===== config.mk =====
export PLATFORM = sky130hd
export DESIGN_NAME = base64_stream_decoder_top
export DESIGN_NICKNAME = d
export VERILOG_FILES = /design/src/design/b64d_pkg.sv /design/src/design/b64d_front.sv /design/src/design/b64d_fifo.sv /design/src/design/b64d_back.sv /design/src/design/base64_stream_decoder_top.sv
export SDC_FILE = /design/constraint.sdc
export NUM_CORES = 1
export LEC_CHECK = 0
export ABC_CLOCK_PERIOD_IN_PS = 3370
export BUFFER_PORTS_ARGS = -buffer_cell sky130_fd_sc_hd__buf_2
export CAP_MARGIN = 20
export CORE_MARGIN = 5
export CORE_UTILIZATION = 60
export CTS_BUF_LIST = sky130_fd_sc_hd__clkbuf_8
export DETAILED_ROUTE_END_ITERATION = 16
export PLACE_DENSITY = 0.79
export SYNTH_ARGS = -nofsm -noshare
export SYNTH_HDL_FRONTEND = slang
export SYNTH_SLANG_ARGS = --single-unit
export TNS_END_PERCENT = 5

===== constraint.sdc =====
create_clock -name clk -period 3.37 [get_ports clk]
set_input_delay 1.011 -clock clk [delete_from_list [all_inputs] [get_ports clk]]
set_output_delay 1.011 -clock clk [all_outputs]
set_load 0.02 [all_outputs]

===== src/design/b64d_pkg.sv =====
// ----------------------------------------------------------------------------
// b64d_pkg
// Shared types, constants and the character classifier for the base64
// stream decoder.
// ----------------------------------------------------------------------------
package b64d_pkg;

	localparam int unsigned FifoDepth = 4;
	localparam int unsigned PtrW      = $clog2(FifoDepth);
	localparam int unsigned CntW      = $clog2(FifoDepth + 1);

	localparam logic [7:0] CharPad   = 8'd61;
	localparam logic [7:0] CharSpace = 8'd32;
	localparam logic [7:0] CharPlus  = 8'd43;
	localparam logic [7:0] CharSlash = 8'd47;
	localparam logic [5:0] SxtPlus   = 6'd62;
	localparam logic [5:0] SxtSlash  = 6'd63;

	typedef enum logic [1:0] {
		KIND_NONE,
		KIND_SYM,
		KIND_PAD,
		KIND_BAD
	} kind_t;

	typedef struct packed {
		kind_t      kind;
		logic [5:0] sextet;
		logic       eot;
	} req_t;

	function automatic logic is_blank(input logic [7:0] c);
		is_blank = (c == CharSpace) || (c inside {[8'd9:8'd13]});
	endfunction

	function automatic req_t classify(input logic       present,
	                                  input logic [7:0] c,
	                                  input logic       eot);
		req_t r;
		logic [7:0] d;
		r.kind   = KIND_NONE;
		r.sextet = '0;
		r.eot    = eot;
		d        = '0;
		if (present && !is_blank(c)) begin
			if (c inside {[8'd65:8'd90]}) begin
				d        = c - 8'd65;
				r.kind   = KIND_SYM;
				r.sextet = d[5:0];
			end else if (c inside {[8'd97:8'd122]}) begin
				d        = c - 8'd71;
				r.kind   = KIND_SYM;
				r.sextet = d[5:0];
			end else if (c inside {[8'd48:8'd57]}) begin
				d        = c + 8'd4;
				r.kind   = KIND_SYM;
				r.sextet = d[5:0];
			end else if (c == CharPlus) begin
				r.kind   = KIND_SYM;
				r.sextet = SxtPlus;
			end else if (c == CharSlash) begin
				r.kind   = KIND_SYM;
				r.sextet = SxtSlash;
			end else if (c == CharPad) begin
				r.kind   = KIND_PAD;
			end else begin
				r.kind   = KIND_BAD;
			end
		end
		classify = r;
	endfunction

endpackage


===== src/design/b64d_front.sv =====
// ----------------------------------------------------------------------------
// b64d_front
// Accepts characters, classifies them and pushes requests into the queue.
// Blank characters and empty items without an end marker are dropped here.
// ----------------------------------------------------------------------------
module b64d_front
	import b64d_pkg::*;
(
	input  logic       char_valid,
	output logic       char_stall,
	input  logic       char_present,
	input  logic [7:0] in_char,
	input  logic       end_of_text,
	input  logic       q_full,
	output logic       q_push,
	output req_t       q_data
);

	req_t req;

	always_comb begin
		req        = classify(char_present, in_char, end_of_text);
		char_stall = q_full;
		q_data     = req;
		q_push     = char_valid && !q_full && (req.kind != KIND_NONE || req.eot);
	end

endmodule


===== src/design/b64d_fifo.sv =====
// ----------------------------------------------------------------------------
// b64d_fifo
// Short request queue between the front and back parts.
// ----------------------------------------------------------------------------
module b64d_fifo
	import b64d_pkg::*;
(
	input  logic clk,
	input  logic arst_n,
	input  logic push,
	input  req_t push_data,
	output logic full,
	input  logic pop,
	output req_t pop_data,
	output logic empty
);

	req_t            mem_q [FifoDepth];
	logic [PtrW-1:0] wr_ptr_q;
	logic [PtrW-1:0] rd_ptr_q;
	logic [CntW-1:0] count_q;

	assign full     = (count_q == CntW'(FifoDepth));
	assign empty    = (count_q == '0);
	assign pop_data = mem_q[rd_ptr_q];

	always_ff @(posedge clk) begin
		if (push) begin
			mem_q[wr_ptr_q] <= push_data;
		end
	end

	always_ff @(posedge clk or negedge arst_n) begin
		if (!arst_n) begin
			wr_ptr_q <= '0;
			rd_ptr_q <= '0;
			count_q  <= '0;
		end else begin
			if (push) begin
				wr_ptr_q <= wr_ptr_q + 1'b1;
			end
			if (pop) begin
				rd_ptr_q <= rd_ptr_q + 1'b1;
			end
			case ({push, pop})
				2'b10:   count_q <= count_q + 1'b1;
				2'b01:   count_q <= count_q - 1'b1;
				default: count_q <= count_q;
			endcase
		end
	end

endmodule


===== src/design/b64d_back.sv =====
// ----------------------------------------------------------------------------
// b64d_back
// Decoder state and result register. Pops one request per cycle while the
// result register is free and no status is held over; a byte plus status request holds the status over.
// ----------------------------------------------------------------------------
module b64d_back
	import b64d_pkg::*;
(
	input  logic       clk,
	input  logic       arst_n,
	input  logic       q_empty,
	input  req_t       q_data,
	output logic       q_pop,
	output logic       res_valid,
	input  logic       res_stall,
	output logic       is_status,
	output logic [7:0] out_byte,
	output logic       text_valid,
	output logic       last_result
);

	logic [1:0] phase_q;
	logic [7:0] partial_q;
	logic [1:0] pad_cnt_q;
	logic       pad_seen_q;
	logic       err_q;
	logic       stat_pend_q;
	logic       stat_ok_q;
	logic       res_valid_q;
	logic       is_status_q;
	logic [7:0] out_byte_q;
	logic       text_valid_q;

	logic [1:0] phase_d;
	logic [7:0] partial_d;
	logic [1:0] pad_cnt_d;
	logic       pad_seen_d;
	logic       err_d;
	logic       byte_en;
	logic [7:0] byte_val;
	logic       ok;
	logic       res_free;
	logic [1:0] sum;

	assign res_free    = !res_valid_q || !res_stall;
	assign q_pop       = res_free && !stat_pend_q && !q_empty;
	assign res_valid   = res_valid_q;
	assign is_status   = is_status_q;
	assign out_byte    = out_byte_q;
	assign text_valid  = text_valid_q;
	assign last_result = is_status_q;

	always_comb begin
		phase_d    = phase_q;
		partial_d  = partial_q;
		pad_cnt_d  = pad_cnt_q;
		pad_seen_d = pad_seen_q;
		err_d      = err_q;
		byte_en    = 1'b0;
		byte_val   = '0;
		if (!err_q) begin
			case (q_data.kind)
				KIND_PAD: begin
					pad_seen_d = 1'b1;
					if (pad_cnt_q == 2'd2) begin
						err_d = 1'b1;
					end else begin
						pad_cnt_d = pad_cnt_q + 2'd1;
					end
				end
				KIND_BAD: begin
					err_d = 1'b1;
				end
				KIND_SYM: begin
					if (pad_seen_q) begin
						err_d = 1'b1;
					end else begin
						phase_d = phase_q + 2'd1;
						case (phase_q)
							2'd0: begin
								partial_d = {q_data.sextet, 2'b00};
							end
							2'd1: begin
								byte_en   = 1'b1;
								byte_val  = partial_q | {6'b0, q_data.sextet[5:4]};
								partial_d = {q_data.sextet[3:0], 4'b0};
							end
							2'd2: begin
								byte_en   = 1'b1;
								byte_val  = partial_q | {4'b0, q_data.sextet[5:2]};
								partial_d = {q_data.sextet[1:0], 6'b0};
							end
							default: begin
								byte_en   = 1'b1;
								byte_val  = partial_q | {2'b0, q_data.sextet};
								partial_d = '0;
							end
						endcase
					end
				end
				default: begin
				end
			endcase
		end
		sum = phase_d + pad_cnt_d;
		ok  = !err_d && (sum == 2'd0);
	end

	always_ff @(posedge clk or negedge arst_n) begin
		if (!arst_n) begin
			phase_q     <= '0;
			partial_q   <= '0;
			pad_cnt_q   <= '0;
			pad_seen_q  <= 1'b0;
			err_q       <= 1'b0;
			stat_pend_q <= 1'b0;
			stat_ok_q   <= 1'b0;
			res_valid_q <= 1'b0;
			is_status_q <= 1'b0;
		end else if (res_free) begin
			if (stat_pend_q) begin
				stat_pend_q <= 1'b0;
				res_valid_q <= 1'b1;
				is_status_q <= 1'b1;
			end else if (!q_empty) begin
				if (q_data.eot) begin
					phase_q    <= '0;
					partial_q  <= '0;
					pad_cnt_q  <= '0;
					pad_seen_q <= 1'b0;
					err_q      <= 1'b0;
				end else begin
					phase_q    <= phase_d;
					partial_q  <= partial_d;
					pad_cnt_q  <= pad_cnt_d;
					pad_seen_q <= pad_seen_d;
					err_q      <= err_d;
				end
				stat_ok_q   <= ok;
				stat_pend_q <= byte_en && q_data.eot;
				res_valid_q <= byte_en || q_data.eot;
				is_status_q <= !byte_en && q_data.eot;
			end else begin
				res_valid_q <= 1'b0;
			end
		end
	end

	always_ff @(posedge clk) begin
		if (res_free) begin
			if (stat_pend_q) begin
				out_byte_q   <= '0;
				text_valid_q <= stat_ok_q;
			end else if (!q_empty) begin
				out_byte_q   <= byte_en ? byte_val : 8'd0;
				text_valid_q <= !byte_en && ok;
			end
		end
	end

endmodule


===== src/design/base64_stream_decoder_top.sv =====
// An accepted request passes through the request queue and then the result register on its
// way to the outputs. Throughput: one character per cycle while the queue is not full; a
// character with an end marker that also completes a byte yields a byte, then a status result.
// A four-entry request queue separates character intake from result delivery.
// Reset (arst_n low, asynchronous) empties the queue, clears decoder state and
// drops any pending result.
// ----------------------------------------------------------------------------
// base64_stream_decoder_top
// Streaming base64 decoder with a final validity status per text.
// ----------------------------------------------------------------------------
module base64_stream_decoder_top
	import b64d_pkg::*;
(
	input  logic       clk,
	input  logic       arst_n,
	input  logic       char_valid,
	output logic       char_stall,
	input  logic       char_present,
	input  logic [7:0] in_char,
	input  logic       end_of_text,
	output logic       res_valid,
	input  logic       res_stall,
	output logic       is_status,
	output logic [7:0] out_byte,
	output logic       text_valid,
	output logic       last_result
);

	logic q_push;
	logic q_full;
	logic q_pop;
	logic q_empty;
	req_t q_wdata;
	req_t q_rdata;

	b64d_front u_front (
		.char_valid   (char_valid),
		.char_stall   (char_stall),
		.char_present (char_present),
		.in_char      (in_char),
		.end_of_text  (end_of_text),
		.q_full       (q_full),
		.q_push       (q_push),
		.q_data       (q_wdata)
	);

	b64d_fifo u_fifo (
		.clk       (clk),
		.arst_n    (arst_n),
		.push      (q_push),
		.push_data (q_wdata),
		.full      (q_full),
		.pop       (q_pop),
		.pop_data  (q_rdata),
		.empty     (q_empty)
	);

	b64d_back u_back (
		.clk         (clk),
		.arst_n      (arst_n),
		.q_empty     (q_empty),
		.q_data      (q_rdata),
		.q_pop       (q_pop),
		.res_valid   (res_valid),
		.res_stall   (res_stall),
		.is_status   (is_status),
		.out_byte    (out_byte),
		.text_valid  (text_valid),
		.last_result (last_result)
	);

endmodule


==> results.rst <==
.. list-table::
   :header-rows: 1

   * - Metric
     - Value
   * - Cell Count Post-Placement
     - between 400 and 500
   * - Most frequent cells in the layout
     - sky130_fd_sc_hd__edfxtp_1 (45), sky130_fd_sc_hd__a21oi_1 (27), sky130_fd_sc_hd__buf_2 (26), sky130_fd_sc_hd__buf_4 (24), sky130_fd_sc_hd__dfrtp_1 (23)
   * - Final Instance Count excl. Fillers
     - approximately 440
   * - FP Rows
     - 28
   * - Final period utilization
     - 0.904
   * - Result of the run
     - finished, final reports clean
   * - Final total negative setup slack
     - 0 ns
   * - Max FO, Critical Path
     - 4
   * - Setup slack after layout
     - between 0.3 and 0.4 ns
   * - Number of failing setup endpoints in the final timing report
     - 0
   * - Proportion of power drawn by combinational gates
     - 0.397
   * - Worst vdd ir
     - 0.431 mV
   * - Maximum Capacitance Violations
     - 0
   * - Clock network fraction of total power
     - 0.220
   * - Detailed-placement wirelength estimate
     - between 5 and 6 mm
   * - GRT Resource Usage Total
     - 0.202
   * - Leakage Power
     - 0.00176 uW
   * - Post-CTS Setup Bufs
     - 0
   * - Worst-skew pair later-pin latency
     - 0.34 ns
   * - Number of distinct library cells after synthesis
     - 57
   * - Critical path data required time
     - ~3.6 ns
   * - Worst reg2reg startpoint
     - u_fifo.rd_ptr_q[1]
   * - Placeable core area
     - 0.00596 mm^2
   * - Net count after synthesis
     - 341
   * - Nets
     - just under 400
   * - Wire length reported by the detailed router
     - slightly above 7 mm
   * - Average via count per standard cell
     - 5.80
   * - Final Slew Violations
     - 0
   * - Number of flops mapped to enable cells by yosys
     - between 40 and 50
   * - Vias in the first global route
     - 2474
   * - Vertical die dimension
     - approximately 90 um
   * - GPL Wtd Cong
     - just under 0.9
   * - Clock Skew
     - approximately 0.0081 ns
   * - Synthesis-to-finish area growth
     - 16.0%
   * - Mean area per synthesized cell
     - ~12 um^2
   * - Number of design rule violations left after detail routing
     - 0
   * - CTS max path bufs
     - 2
   * - Net switching share of the total power
     - 0.357
   * - Share of cell area taken by muxes after synthesis
     - 0.0856
   * - Async S/R FF share, synth
     - 0.338
   * - Maximum number of pins on one net before global-route repair
     - 24
   * - Fin util
     - 0.717
   * - RSZ-0062 raised after global routing
     - false
   * - Number of buffers added on ports
     - 26
   * - Internal power
     - roughly 2200 uW
   * - Antenna violations before repair
     - 0
   * - Sequential area share after synthesis
     - 0.523
   * - Clock H-tree levels
     - 3
   * - Worst setup path startpoint
     - in_char[1]
   * - Count of mapped cells out of synthesis
     - around 310
   * - Endpoint class of the critical path
     - flop
   * - Element type at the critical path start
     - primary input
   * - Total number of vias
     - roughly 2500
   * - Worst slack, placed
     - -0.0453 ns
   * - Leading cell type in the layout, fill and taps excluded
     - sky130_fd_sc_hd__edfxtp_1
   * - Slew margin rel.
     - 0.620
   * - Number of gates resized after CTS
     - 0
   * - Arithmetic-cell share of the synthesized area counting full adders, half adders and majority gates
     - 0.0734
   * - Achievable frequency
     - roughly 330 MHz
   * - Count of TritonRoute iterations in the first routing pass
     - 6
   * - Kind of critical path
     - in2reg
   * - Data arrival time of the worst path
     - 3.31 ns
   * - Initial cell density of the core
     - 0.618
   * - Endpoints failing hold
     - 0
   * - Worst Tran Pin Value
     - roughly 0.57 ns
   * - Register share of total power
     - 0.384
   * - CP dominant cell by count
     - sky130_fd_sc_hd__inv_1
   * - Flip-flop and latch count after synthesis
     - approximately 70
   * - Top flip-flop cell by instance count after synthesis
     - sky130_fd_sc_hd__edfxtp_1
   * - Number of antenna cells inserted
     - 0
   * - Chip Width
     - roughly 88 um
   * - Synth Area in XOR/XNOR
     - 0.0357
   * - Hold buffer count at CTS
     - 0
   * - Routed Antenna Nets
     - 0
   * - Warnings from Yosys
     - 0
   * - Hold_sp
     - u_back.partial_q[6]
   * - Synth Area in Compound Gates
     - 0.148
   * - Sink count of the clock tree
     - slightly below 70
   * - Worst path slowest cell
     - sky130_fd_sc_hd__a2111o_1
   * - Post-DR wirelength/cell
     - 16.4 um
   * - Final global-route overflow total
     - 0
   * - Post-layout total power
     - around 3400 uW
   * - Share of final-layout standard cells stronger than drive strength 1
     - 0.230
   * - Root Buffer
     - sky130_fd_sc_hd__clkbuf_8
   * - CTS buffer count
     - 9
   * - Simple-gate portion of the synthesized area
     - 0.0985
   * - Cell-by-cell trace of the critical path
     - buf_2 -> inv_1 -> ha_1 -> nor2_1 -> a2111o_1 -> o31ai_4 -> a21oi_4 -> inv_1 -> ha_1 -> inv_1 -> fa_1 -> xor2_1 -> nor2_1 -> xor2_1
   * - Total net switching power
     - about 1200 uW
   * - DIE AREA
     - between 0.007 and 0.008 mm^2
   * - Wire length of the first global-routing pass
     - between 10 and 15 mm
   * - Main combinational cell family by area after synthesis
     - compound AO/OA/AOI/OAI gates
   * - Clock slew at reported path FFs
     - around 0.07 ns
   * - Total power per unit cell area
     - about 800 mW/mm^2
   * - Area of the mapped netlist
     - 0.00368 mm^2
   * - Number of ports placed on the die boundary
     - 27
   * - First-iteration detailed-routing DRC count
     - around 150
   * - Worst min-delay path class
     - reg2reg
   * - Minimum clock period after layout
     - ~3 ns
   * - Largest stage delay, worst path
     - around 0.40 ns
   * - CTS tree
     - done
[routing by layer]
layer,global-route usage,vias to the layer above,share of wire
met5,0,-,0
met4,0.0797,0,0.018
met1,0.262,1199,0.44
met3,0.0345,13,0.044
li1,-,1232,-
met2,0.338,86,0.50
[power by group through the flow]
stage / sequential (uW) / combinational [uW] / clock [uW]
final: 1310 / 1350 / 748
after detailed placement: 1320 / 1340 / 0
after global routing: 1330 / 1500 / 802
after floorplan: 1350 / 957 / 0
after global placement: 1310 / 1310 / 0
after CTS: 1310 / 1360 / 759
[flip-flops by register name (all words and copies together), names as in the netlist]
name,cells
u_back.err_q,1
u_back.is_status,1
u_back.out_byte,8
u_back.pad_cnt_q,2
u_back.pad_seen_q,1
u_back.partial_q,6
u_back.phase_q,2
u_back.res_valid,1
u_back.stat_ok_q,1
u_back.stat_pend_q,1
u_back.text_valid,1
u_fifo.count_q,3
u_fifo.mem_q,36
u_fifo.rd_ptr_q,2
u_fifo.wr_ptr_q,2
[Yosys cell counts (all sizes together), types with 3 or more instances]
cell,number,area share
edfxtp,45,0.37
a21oi,28,0.038
dfrtp,23,0.16
nand2,21,0.024
ha,20,0.068
inv,20,0.020
nor2,20,0.022
o21ai,17,0.023
xnor2,12,0.029
mux2i,9,0.024
mux4,8,0.051
and2,6,0.010
clkbuf,6,0.0061
a22o,5,0.012
buf,5,0.0092
o31ai,5,0.014
nand2b,4,0.0068
nor3,4,0.0054
or3,4,0.0068
a22oi,3,0.0061
mux2,3,0.010
nor4,3,0.0051
xor2,3,0.0071
[metrics by stage]
| step | hold slack, ns | cell area [um^2] |
|---|---|---|
| after floorplan | 0.440 | 3700 |
| after global routing | 0.500 | 4270 |
| after detailed placement | 0.458 | 4040 |
| final | 0.469 | 4270 |
| after CTS | 0.474 | 4270 |
| after global placement | 0.452 | 4040 |
[worst max-delay path: cells and delay by family]
family	cells	cell delay, ns
AOI/OAI and AO/OA	3	0.79
buffers and inverters	4	0.31
xor gates and xnor gates	2	0.30
and+or+nand+nor	2	0.16
adders and majority gates	3	0.72
[kinds of logic after synthesis]
kind of cell | count (synthesis)
xor gates and xnor gates | 15
DFF | 68
adders and majority gates | 21
buffers and inverters | 31
muxes | 20
and+or+nand+nor | 72
AOI/OAI and AO/OA | 79
[path summary, 6_finish.rpt]
| check | slack (ns) | cells after the start | endpoint |
|---|---|---|---|
| max in group asynchronous | 2.33 | 1 | u_fifo.rd_ptr_q[1] |
| min in group asynchronous | 0.66 | 1 | u_back.pad_cnt_q[0] |
| hold / removal | 0.47 | 2 | u_back.partial_q[6] |
| setup / recovery | 0.32 | 14 | u_fifo.count_q[2] |
| setup reg to reg | 0.65 | 9 | u_back.text_valid |
| hold reg to reg | 0.47 | 2 | u_back.partial_q[6] |
[final cells by class]
type                    count  area (um^2)
clock buffers              11          151
clock inverters             5         75.1
fillers                   420         1690
inverters                  20         75.1
multi-input cells         207         1640
flip-flops and latches     68         1930
well taps                  75         93.8
repair buffers             50          310
Power figures use the tool's default switching activity.
